**src/hdl/mcfp_pkg.sv**
```systemverilog
// Shared constants, types and character helpers for the motor command frame parser.
package mcfp_pkg;

  localparam int FRAME_LEN  = 20;
  localparam int NUM_MOTORS = 4;
  localparam int CNT_W      = $clog2(FRAME_LEN + 1);
  localparam int IDX_W      = $clog2(NUM_MOTORS);
  localparam int PWR_W      = 10;
  localparam int OUT_PWR_W  = 11;

  localparam logic [7:0] CHAR_NL   = 8'd10;
  localparam logic [7:0] DIR_FWD   = 8'd70;
  localparam logic [7:0] DIR_REV   = 8'd82;
  localparam logic [7:0] DIR_BRAKE = 8'd66;

  localparam logic [8*FRAME_LEN-1:0] ALL_STOP_FRAME = "1R0002R0003R0004R000";

  typedef struct packed {
    logic                                all_stop;
    logic [NUM_MOTORS-1:0][7:0]          dir;
    logic [NUM_MOTORS-1:0][PWR_W-1:0]    pwr;
  } cmd_desc_t;

  function automatic logic is_ws(input logic [7:0] c);
    return (c == 8'd32) || ((c >= 8'd9) && (c <= 8'd13));
  endfunction

  function automatic logic is_digit(input logic [7:0] c);
    return (c >= 8'd48) && (c <= 8'd57);
  endfunction

  function automatic logic [PWR_W-1:0] parse_power(input logic [7:0] c0,
                                                   input logic [7:0] c1,
                                                   input logic [7:0] c2);
    logic [PWR_W-1:0] v;
    v = '0;
    if (is_digit(c0)) begin
      v = {6'd0, c0[3:0]};
      if (is_digit(c1)) begin
        v = PWR_W'(v * PWR_W'(10)) + {6'd0, c1[3:0]};
        if (is_digit(c2)) begin
          v = PWR_W'(v * PWR_W'(10)) + {6'd0, c2[3:0]};
        end
      end
    end
    return v;
  endfunction

endpackage

```
**src/hdl/mcfp_front.sv**
```systemverilog
// Front end: collects and trims frame bytes, validates length and decodes each frame.
module mcfp_front
  import mcfp_pkg::*;
(
  input  logic      clk,
  input  logic      rst_n,
  input  logic      in_valid,
  output logic      in_ready,
  input  logic [7:0] in_rx_byte,
  input  logic      q_full,
  output logic      q_push,
  output cmd_desc_t q_desc
);

  logic [7:0]       store_r [FRAME_LEN];
  logic [CNT_W-1:0] char_cnt_r, char_cnt_nxt;
  logic [CNT_W-1:0] content_len_r, content_len_nxt;
  logic             ovf_r, ovf_nxt;
  logic             take;
  logic             is_nl;
  logic             ws;
  logic             store_wr;
  logic             frame_ok;
  logic             stop_match;

  assign in_ready = !q_full;
  assign take     = in_valid && in_ready;
  assign is_nl    = (in_rx_byte == CHAR_NL);
  assign ws       = is_ws(in_rx_byte);
  assign store_wr = take && !is_nl && !(ws && char_cnt_r == '0) &&
                    (char_cnt_r < CNT_W'(FRAME_LEN));
  assign frame_ok = !ovf_r && (content_len_r == CNT_W'(FRAME_LEN));
  assign q_push   = take && is_nl && frame_ok;

  always_comb begin
    stop_match = 1'b1;
    for (int i = 0; i < FRAME_LEN; i++) begin
      if (store_r[i] != ALL_STOP_FRAME[8*(FRAME_LEN-1-i) +: 8]) begin
        stop_match = 1'b0;
      end
    end
  end

  always_comb begin
    q_desc.all_stop = stop_match;
    for (int m = 0; m < NUM_MOTORS; m++) begin
      q_desc.dir[m] = store_r[5*m+1];
      q_desc.pwr[m] = parse_power(store_r[5*m+2], store_r[5*m+3], store_r[5*m+4]);
    end
  end

  always_comb begin
    char_cnt_nxt    = char_cnt_r;
    content_len_nxt = content_len_r;
    ovf_nxt         = ovf_r;
    if (take) begin
      if (is_nl) begin
        char_cnt_nxt    = '0;
        content_len_nxt = '0;
        ovf_nxt         = 1'b0;
      end else if (store_wr) begin
        char_cnt_nxt = char_cnt_r + CNT_W'(1);
        if (!ws) begin
          content_len_nxt = char_cnt_r + CNT_W'(1);
        end
      end else if (!ws) begin
        ovf_nxt = 1'b1;
      end
    end
  end

  always_ff @(posedge clk) begin
    if (!rst_n) begin
      char_cnt_r    <= '0;
      content_len_r <= '0;
      ovf_r         <= 1'b0;
    end else begin
      char_cnt_r    <= char_cnt_nxt;
      content_len_r <= content_len_nxt;
      ovf_r         <= ovf_nxt;
    end
  end

  always_ff @(posedge clk) begin
    if (store_wr) begin
      store_r[char_cnt_r] <= in_rx_byte;
    end
  end

  assert property (@(posedge clk) disable iff (!rst_n)
    char_cnt_r <= CNT_W'(FRAME_LEN))
    else $error("character count past frame length");

  assert property (@(posedge clk) disable iff (!rst_n)
    content_len_r <= char_cnt_r)
    else $error("content length ahead of character count");

  assert property (@(posedge clk) disable iff (!rst_n)
    q_push |=> (char_cnt_r == '0) && !ovf_r)
    else $error("frame state not cleared after push");

endmodule

```
**src/hdl/mcfp_queue.sv**
```systemverilog
// Small register queue of decoded frames between front and back.
module mcfp_queue
  import mcfp_pkg::*;
#(
  parameter int DEPTH = 2
)(
  input  logic      clk,
  input  logic      rst_n,
  input  logic      push,
  input  cmd_desc_t push_desc,
  input  logic      pop,
  output cmd_desc_t pop_desc,
  output logic      full,
  output logic      empty
);

  localparam int AW = (DEPTH > 1) ? $clog2(DEPTH) : 1;
  localparam int CW = $clog2(DEPTH + 1);

  cmd_desc_t     mem_r [DEPTH];
  logic [AW-1:0] wr_ptr_r, wr_ptr_nxt;
  logic [AW-1:0] rd_ptr_r, rd_ptr_nxt;
  logic [CW-1:0] count_r, count_nxt;
  logic          do_push;
  logic          do_pop;

  assign full     = (count_r == CW'(DEPTH));
  assign empty    = (count_r == '0);
  assign do_push  = push && !full;
  assign do_pop   = pop && !empty;
  assign pop_desc = mem_r[rd_ptr_r];

  always_comb begin
    wr_ptr_nxt = wr_ptr_r;
    rd_ptr_nxt = rd_ptr_r;
    count_nxt  = count_r;
    if (do_push) begin
      wr_ptr_nxt = (wr_ptr_r == AW'(DEPTH - 1)) ? '0 : wr_ptr_r + AW'(1);
    end
    if (do_pop) begin
      rd_ptr_nxt = (rd_ptr_r == AW'(DEPTH - 1)) ? '0 : rd_ptr_r + AW'(1);
    end
    if (do_push && !do_pop) begin
      count_nxt = count_r + CW'(1);
    end else if (do_pop && !do_push) begin
      count_nxt = count_r - CW'(1);
    end
  end

  always_ff @(posedge clk) begin
    if (!rst_n) begin
      wr_ptr_r <= '0;
      rd_ptr_r <= '0;
      count_r  <= '0;
    end else begin
      wr_ptr_r <= wr_ptr_nxt;
      rd_ptr_r <= rd_ptr_nxt;
      count_r  <= count_nxt;
    end
  end

  always_ff @(posedge clk) begin
    if (do_push) begin
      mem_r[wr_ptr_r] <= push_desc;
    end
  end

  assert property (@(posedge clk) disable iff (!rst_n)
    !(push && full))
    else $error("push into full queue");

  assert property (@(posedge clk) disable iff (!rst_n)
    count_r <= CW'(DEPTH))
    else $error("queue count out of range");

  assert property (@(posedge clk) disable iff (!rst_n)
    (do_push && !do_pop) |=> !empty)
    else $error("queue empty after push");

endmodule

```
**src/hdl/mcfp_back.sv**
```systemverilog
// Back end: issues four motor commands per frame and tracks stored directions.
module mcfp_back
  import mcfp_pkg::*;
(
  input  logic                        clk,
  input  logic                        rst_n,
  input  logic                        q_empty,
  input  cmd_desc_t                   q_desc,
  output logic                        q_pop,
  output logic                        out_valid,
  input  logic                        out_ready,
  output logic [IDX_W-1:0]            out_motor_index,
  output logic                        out_drive,
  output logic signed [OUT_PWR_W-1:0] out_power,
  output logic                        out_guard_stop,
  output logic                        out_last
);

  cmd_desc_t                   cur_r;
  logic                        busy_r;
  logic [IDX_W-1:0]            idx_r;
  logic [7:0]                  prev_dir_r [NUM_MOTORS];
  logic                        out_valid_r;
  logic [IDX_W-1:0]            motor_r;
  logic                        drive_r, drive_nxt;
  logic signed [OUT_PWR_W-1:0] power_r, power_nxt;
  logic                        guard_r, guard_nxt;
  logic                        last_r;
  logic                        load;
  logic [7:0]                  dir;
  logic [OUT_PWR_W-1:0]        pos;

  assign q_pop = !busy_r && !q_empty;
  assign load  = busy_r && (!out_valid_r || out_ready);
  assign dir   = cur_r.dir[idx_r];
  assign pos   = {1'b0, cur_r.pwr[idx_r]};

  always_comb begin
    drive_nxt = 1'b0;
    power_nxt = '0;
    guard_nxt = 1'b0;
    if (!cur_r.all_stop) begin
      guard_nxt = (dir != prev_dir_r[idx_r]);
      if (dir == DIR_FWD) begin
        drive_nxt = 1'b1;
        power_nxt = pos;
      end else if (dir == DIR_REV) begin
        drive_nxt = 1'b1;
        power_nxt = OUT_PWR_W'(~pos + OUT_PWR_W'(1));
      end
    end
  end

  always_ff @(posedge clk) begin
    if (!rst_n) begin
      busy_r      <= 1'b0;
      idx_r       <= '0;
      out_valid_r <= 1'b0;
      for (int m = 0; m < NUM_MOTORS; m++) begin
        prev_dir_r[m] <= DIR_BRAKE;
      end
    end else begin
      if (q_pop) begin
        busy_r <= 1'b1;
        idx_r  <= '0;
      end else if (load) begin
        idx_r <= idx_r + IDX_W'(1);
        if (idx_r == IDX_W'(NUM_MOTORS - 1)) begin
          busy_r <= 1'b0;
        end
        prev_dir_r[idx_r] <= cur_r.all_stop ? DIR_BRAKE : dir;
      end
      if (load) begin
        out_valid_r <= 1'b1;
      end else if (out_ready) begin
        out_valid_r <= 1'b0;
      end
    end
  end

  always_ff @(posedge clk) begin
    if (q_pop) begin
      cur_r <= q_desc;
    end
    if (load) begin
      motor_r <= idx_r;
      drive_r <= drive_nxt;
      power_r <= power_nxt;
      guard_r <= guard_nxt;
      last_r  <= (idx_r == IDX_W'(NUM_MOTORS - 1));
    end
  end

  assign out_valid       = out_valid_r;
  assign out_motor_index = motor_r;
  assign out_drive       = drive_r;
  assign out_power       = power_r;
  assign out_guard_stop  = guard_r;
  assign out_last        = last_r;

  assert property (@(posedge clk) disable iff (!rst_n)
    (load && idx_r == IDX_W'(NUM_MOTORS - 1)) |=> !busy_r)
    else $error("back end still busy after last command");

  assert property (@(posedge clk) disable iff (!rst_n)
    (out_valid_r && !drive_r) |-> (power_r == '0))
    else $error("nonzero power on stop command");

  assert property (@(posedge clk) disable iff (!rst_n)
    (out_valid_r && last_r) |-> (motor_r == IDX_W'(NUM_MOTORS - 1)))
    else $error("last flag on wrong motor");

endmodule

```
**src/hdl/motor_command_frame_parser_top.sv**
```systemverilog
// With the back end idle, a frame's four commands pass through the queue, the back end's
// frame register and its output register once its newline is accepted, then leave one per
// cycle while out_ready is high. Input: one byte per cycle while the queue is not full. The
// back end takes a frame only when idle, so a stalled output fills the queue and stalls input.
// Reset (rst_n low, synchronous): clears counters, queue and output valid and sets
// every stored direction to brake; the frame byte store is not cleared.
module motor_command_frame_parser_top
  import mcfp_pkg::*;
#(
  parameter int QUEUE_DEPTH = 2
)(
  input  logic                        clk,
  input  logic                        rst_n,
  input  logic                        in_valid,
  output logic                        in_ready,
  input  logic [7:0]                  in_rx_byte,
  output logic                        out_valid,
  input  logic                        out_ready,
  output logic [IDX_W-1:0]            out_motor_index,
  output logic                        out_drive,
  output logic signed [OUT_PWR_W-1:0] out_power,
  output logic                        out_guard_stop,
  output logic                        out_last
);

  cmd_desc_t push_desc;
  cmd_desc_t pop_desc;
  logic      push;
  logic      pop;
  logic      full;
  logic      empty;

  mcfp_front u_front (
    .clk       (clk),
    .rst_n     (rst_n),
    .in_valid  (in_valid),
    .in_ready  (in_ready),
    .in_rx_byte(in_rx_byte),
    .q_full    (full),
    .q_push    (push),
    .q_desc    (push_desc)
  );

  mcfp_queue #(
    .DEPTH(QUEUE_DEPTH)
  ) u_queue (
    .clk      (clk),
    .rst_n    (rst_n),
    .push     (push),
    .push_desc(push_desc),
    .pop      (pop),
    .pop_desc (pop_desc),
    .full     (full),
    .empty    (empty)
  );

  mcfp_back u_back (
    .clk            (clk),
    .rst_n          (rst_n),
    .q_empty        (empty),
    .q_desc         (pop_desc),
    .q_pop          (pop),
    .out_valid      (out_valid),
    .out_ready      (out_ready),
    .out_motor_index(out_motor_index),
    .out_drive      (out_drive),
    .out_power      (out_power),
    .out_guard_stop (out_guard_stop),
    .out_last       (out_last)
  );

endmodule

```
**config.mk**
```make
export PLATFORM = sky130hd
export DESIGN_NAME = motor_command_frame_parser_top
export DESIGN_NICKNAME = d
export VERILOG_FILES = /design/src/hdl/mcfp_pkg.sv /design/src/hdl/mcfp_front.sv /design/src/hdl/mcfp_queue.sv /design/src/hdl/mcfp_back.sv /design/src/hdl/motor_command_frame_parser_top.sv
export SDC_FILE = /design/constraint.sdc
export NUM_CORES = 1
export LEC_CHECK = 0
export ABC_AREA = 1
export ABC_CLOCK_PERIOD_IN_PS = 4730
export BUFFER_PORTS_ARGS = -buffer_cell sky130_fd_sc_hd__buf_2
export CAP_MARGIN = 20
export CORE_MARGIN = 2
export CORE_UTILIZATION = 57
export CTS_CLUSTER_SIZE = 30
export DETAILED_ROUTE_END_ITERATION = 16
export PLACE_DENSITY = 0.79
export SYNTH_ARGS = -nofsm -noshare
export SYNTH_HDL_FRONTEND = slang
export SYNTH_HIERARCHICAL = 1
export SYNTH_SLANG_ARGS = --single-unit
```
**constraint.sdc**
```tcl
create_clock -name clk -period 4.73 [get_ports clk]
set_clock_uncertainty 0.1 [all_clocks]
set_input_delay 0.473 -clock clk [delete_from_list [all_inputs] [get_ports clk]]
set_output_delay 0.473 -clock clk [all_outputs]
set_load 0.05 [all_outputs]
```
==> metrics.yaml <==
critical_path:
  crit_required_ns: 4.93
  critical_path.startpoint: "u_front/store_r[17][3]$_DFFE_PP_"
  cp_common_cell: "nand2_1"
  r2r_start: "u_front/store_r[17][3]$_DFFE_PP_"
  critPathKind: "reg -> reg"
  r2r-end: "u_queue/mem_r[0][38]$_DFFE_PP_"
  worst-path-max-fanout: 5
  worstPathCellList: "ha_1 -> ha_1 -> fa_1 -> nand2_1 -> nor2_1 -> nand2_1 -> nand2_1 -> nand2_1 -> nand2_1 -> inv_1 -> ha_1 -> ha_1 -> a21oi_1 -> o21ai_0 -> xnor2_1 -> o21ai_0 -> nand3_1 -> nand2_1"
  critical_path_arrival_ns: 4.13
  path_buf_inv: 1
  cp-end-kind: "flop"
  slowest_stage: "fa_1"
  rrSetupSlack_ns: 0.80
  cp_slowest_stage_delay_ns: 0.53
  path_delay_family: "adder cells"
  rr_worst_depth: 18
  startpoint_type: "flop"
die:
  fp.dieH_um: 199
  floorplan.initialDensity: 0.576
  pin_count: 30
  num_rows: 71
  die_area_mm2: 0.0395
  dieWidth_um: 199
  coreArea_mm2: 0.0375
pwr:
  powerDensity_mw_per_mm2: 344
  vdd_drop_max_uv: 353
  leakagePower_nw: 9.18
synth:
  avgSynthCellArea_um2: 11.5
  yosysWarnings: 6
  synth-seq-cells: 449
  netlist_top_cells_count: "edfxtp_1 (427), nand2_1 (406), inv_1 (216)"
  synth.cell_area_mm2: 0.0216
  async_flop_share: 0
  syn_nets: 2000
  synthDominantCellAreaShare: 0.594
  synth_edf_count: 427
  ys_seq_area_frac: 0.614
  synth_flop_cell: "edfxtp_1"
  netlist_instances: 1877
  yosys-top-cells-area: "edfxtp_1 (59%), nand2_1 (7.1%), ha_1 (5.5%)"
  synthDistinctLibCells: 43
  synth.most_common_cell: "edfxtp_1"
  synth_top_area_cell: "edfxtp_1"
detailed_routing:
  routedWlPerCell_um: 17.4
  detail-route-antenna-nets: 0
  drtPass1Iterations: 6
  vias_per_cell: 5.50
  dr_total_vias: 13600
  drc_errors: 0
  drt_wl_total_um: 43200
  drtIter0Drc: 1152
sta:
  drv_slew: 0
  period_share: 0.832
  rsz0062_at_grt: "no"
  final-setup-viol-count: 0
  hold_viol: 0
  tightestPinTransition_ns: 1.08
  fmax_ghz: 0.254
  period_minus_slack_ns: 3.93
  setup_slack_ns: 0.796
  slew_headroom: 0.280
  hold_ws_ns: 0.144
final_layout:
  area_delta_synth_final_pct: 9.14
  fin_nets: 2055
  drive_gt1_frac: 0.114
  fin_util: 0.629
  antennaDiodeCount: 0
  finalNonFillerCells: 2479
placement:
  dp_cells: 2397
  numPortBuffers: 29
  post-place-ws_ns: 0.812
  dpl.hpwl_um: 29200
  gp_congestion: 0.893
cts:
  numCtsBuffers: 44
  hold_buffers: 0
  cts_root_buf: "clkbuf_16"
  cts_tree: "built"
  cts.repair.resized: 0
  clk-insertion-delay-late_ns: 0.56
  htree_levels: 2
  cts.path.max_buffers: 3
  clkTransAtPathRegs_ns: 0.06
  clock_sinks: 449
  cts_setup_buffers: 0
global_routing:
  grt_start_max_net_pins: 76
  grt-ovfl-total: 0
  grt_pass1_vias: 13600
  grt_usage: 0.221
  antenna_found_initial: 0
  grt_first_pass_wirelength_um: 67600
worst_hold_path:
  hp-class: "in -> reg"
  min_from: "out_ready"
  hold_depth: 4
  holdPathEnd: "u_back/out_valid$_SDFFE_PN0P_"
flow_run:
  max_cap_violations: 0
status:
  status: "finished clean"
## through the flow
step / total power [W] / cell area [um^2] / setup TNS, ns
global route: 0.00836 / 23600 / 0
detailed placement: 0.00484 / 22200 / 0
global placement: 0.00482 / 22200 / 0
finish: 0.00810 / 23600 / 0
floorplan: 0.00473 / 21600 / -43.77
CTS: 0.00815 / 23600 / 0
## layout make-up
| cell class | instances | area (um^2) |
|---|---|---|
| clock buffer | 66 | 1270 |
| multi-input combinational | 1175 | 7210 |
| sequential | 449 | 13300 |
| inverter | 224 | 841 |
| clock inverter | 16 | 111 |
| tap | 511 | 639 |
| fill | 2858 | 13900 |
| timing repair buffer | 38 | 238 |
## layer usage
metal,vias up,wire [um],global-route usage
met2,431,21300,0.385
met1,6582,18300,0.281
met3,102,2330,0.0312
met4,0,1300,0.0854
li1,6526,-,-
met5,-,0,0
## worst max-delay path by stage
stage,depth (start not counted),slack [ns],to
3_3_place_gp,18,0.87,u_queue/mem_r[0][18]$_DFFE_PP_
4_1_cts,15,0.79,u_queue/mem_r[0][18]$_DFFE_PP_
5_1_grt,17,0.47,u_queue/mem_r[0][29]$_DFFE_PP_
3_5_place_dp,18,0.81,u_queue/mem_r[1][38]$_DFFE_PP_
6_report,18,0.80,u_queue/mem_r[0][38]$_DFFE_PP_
2_1_floorplan,8,-0.30,u_queue/mem_r[0][0]$_DFFE_PP_
## tightest hold or removal path, delay by kind of cell
kind	cells	cell delay (ns)
buffers and inverters	2	0.15
AND/OR/NAND/NOR	1	0.05
AO/OA/AOI/OAI	1	0.07
## registers in the layout (all words and copies together), names as in the netlist, named ones only
| register | cells |
|---|---|
| u_back/out_valid | 1 |
| u_front/ovf_r | 1 |
| u_queue/count_r | 2 |
| u_queue/wr_ptr_r | 1 |
| u_front/char_cnt_r | 5 |
| u_back/out_guard_stop | 1 |
| u_back/cur_r | 73 |
| u_back/out_motor_index | 2 |
| u_front/content_len_r | 5 |
| u_back/out_drive | 1 |
| u_back/busy_r | 1 |
| u_front/store_r | 160 |
| u_back/out_last | 1 |
| u_back/prev_dir_r | 32 |
| u_back/out_power | 11 |
| u_back/idx_r | 2 |
| u_queue/rd_ptr_r | 1 |
| u_queue/mem_r | 146 |
## cell usage in the layout (no fill, tap or decap), types with 21 or more instances in the layout
cell type  instances
nor2_1           198
xor2_1            22
nand2_1          406
o21ai_0           50
clkbuf_16         45
inv_1            216
mux2_4            70
buf_2             29
xnor2_1           23
edfxtp_1         427
nand3_1          123
dfxtp_1           21
ha_1              95
a21oi_1           47
## report_power, final
group | switching [W] | leakage [nW] | total, W | internal (W)
registers | 0.0000212 | 4.06 | 0.00438 | 0.00436
logic | 0.000260 | 4.44 | 0.000388 | 0.000128
clock network | 0.00141 | 0.685 | 0.00333 | 0.00192
## cells by family (layout without fill, tap and decap cells)
logic type                 count (synthesis)  in the layout  synth area share
xor gates and xnor gates                  45             45            0.0182
and+or+nand+nor                          807            807             0.158
adders and majority gates                111            111            0.0699
DFF                                      449            449             0.614
AOI/OAI and AO/OA                        139            139            0.0366
buffers and inverters                    253            344            0.0535
muxes                                     73             73            0.0502
No activity file was read; power rests on OpenSTA's default activity.
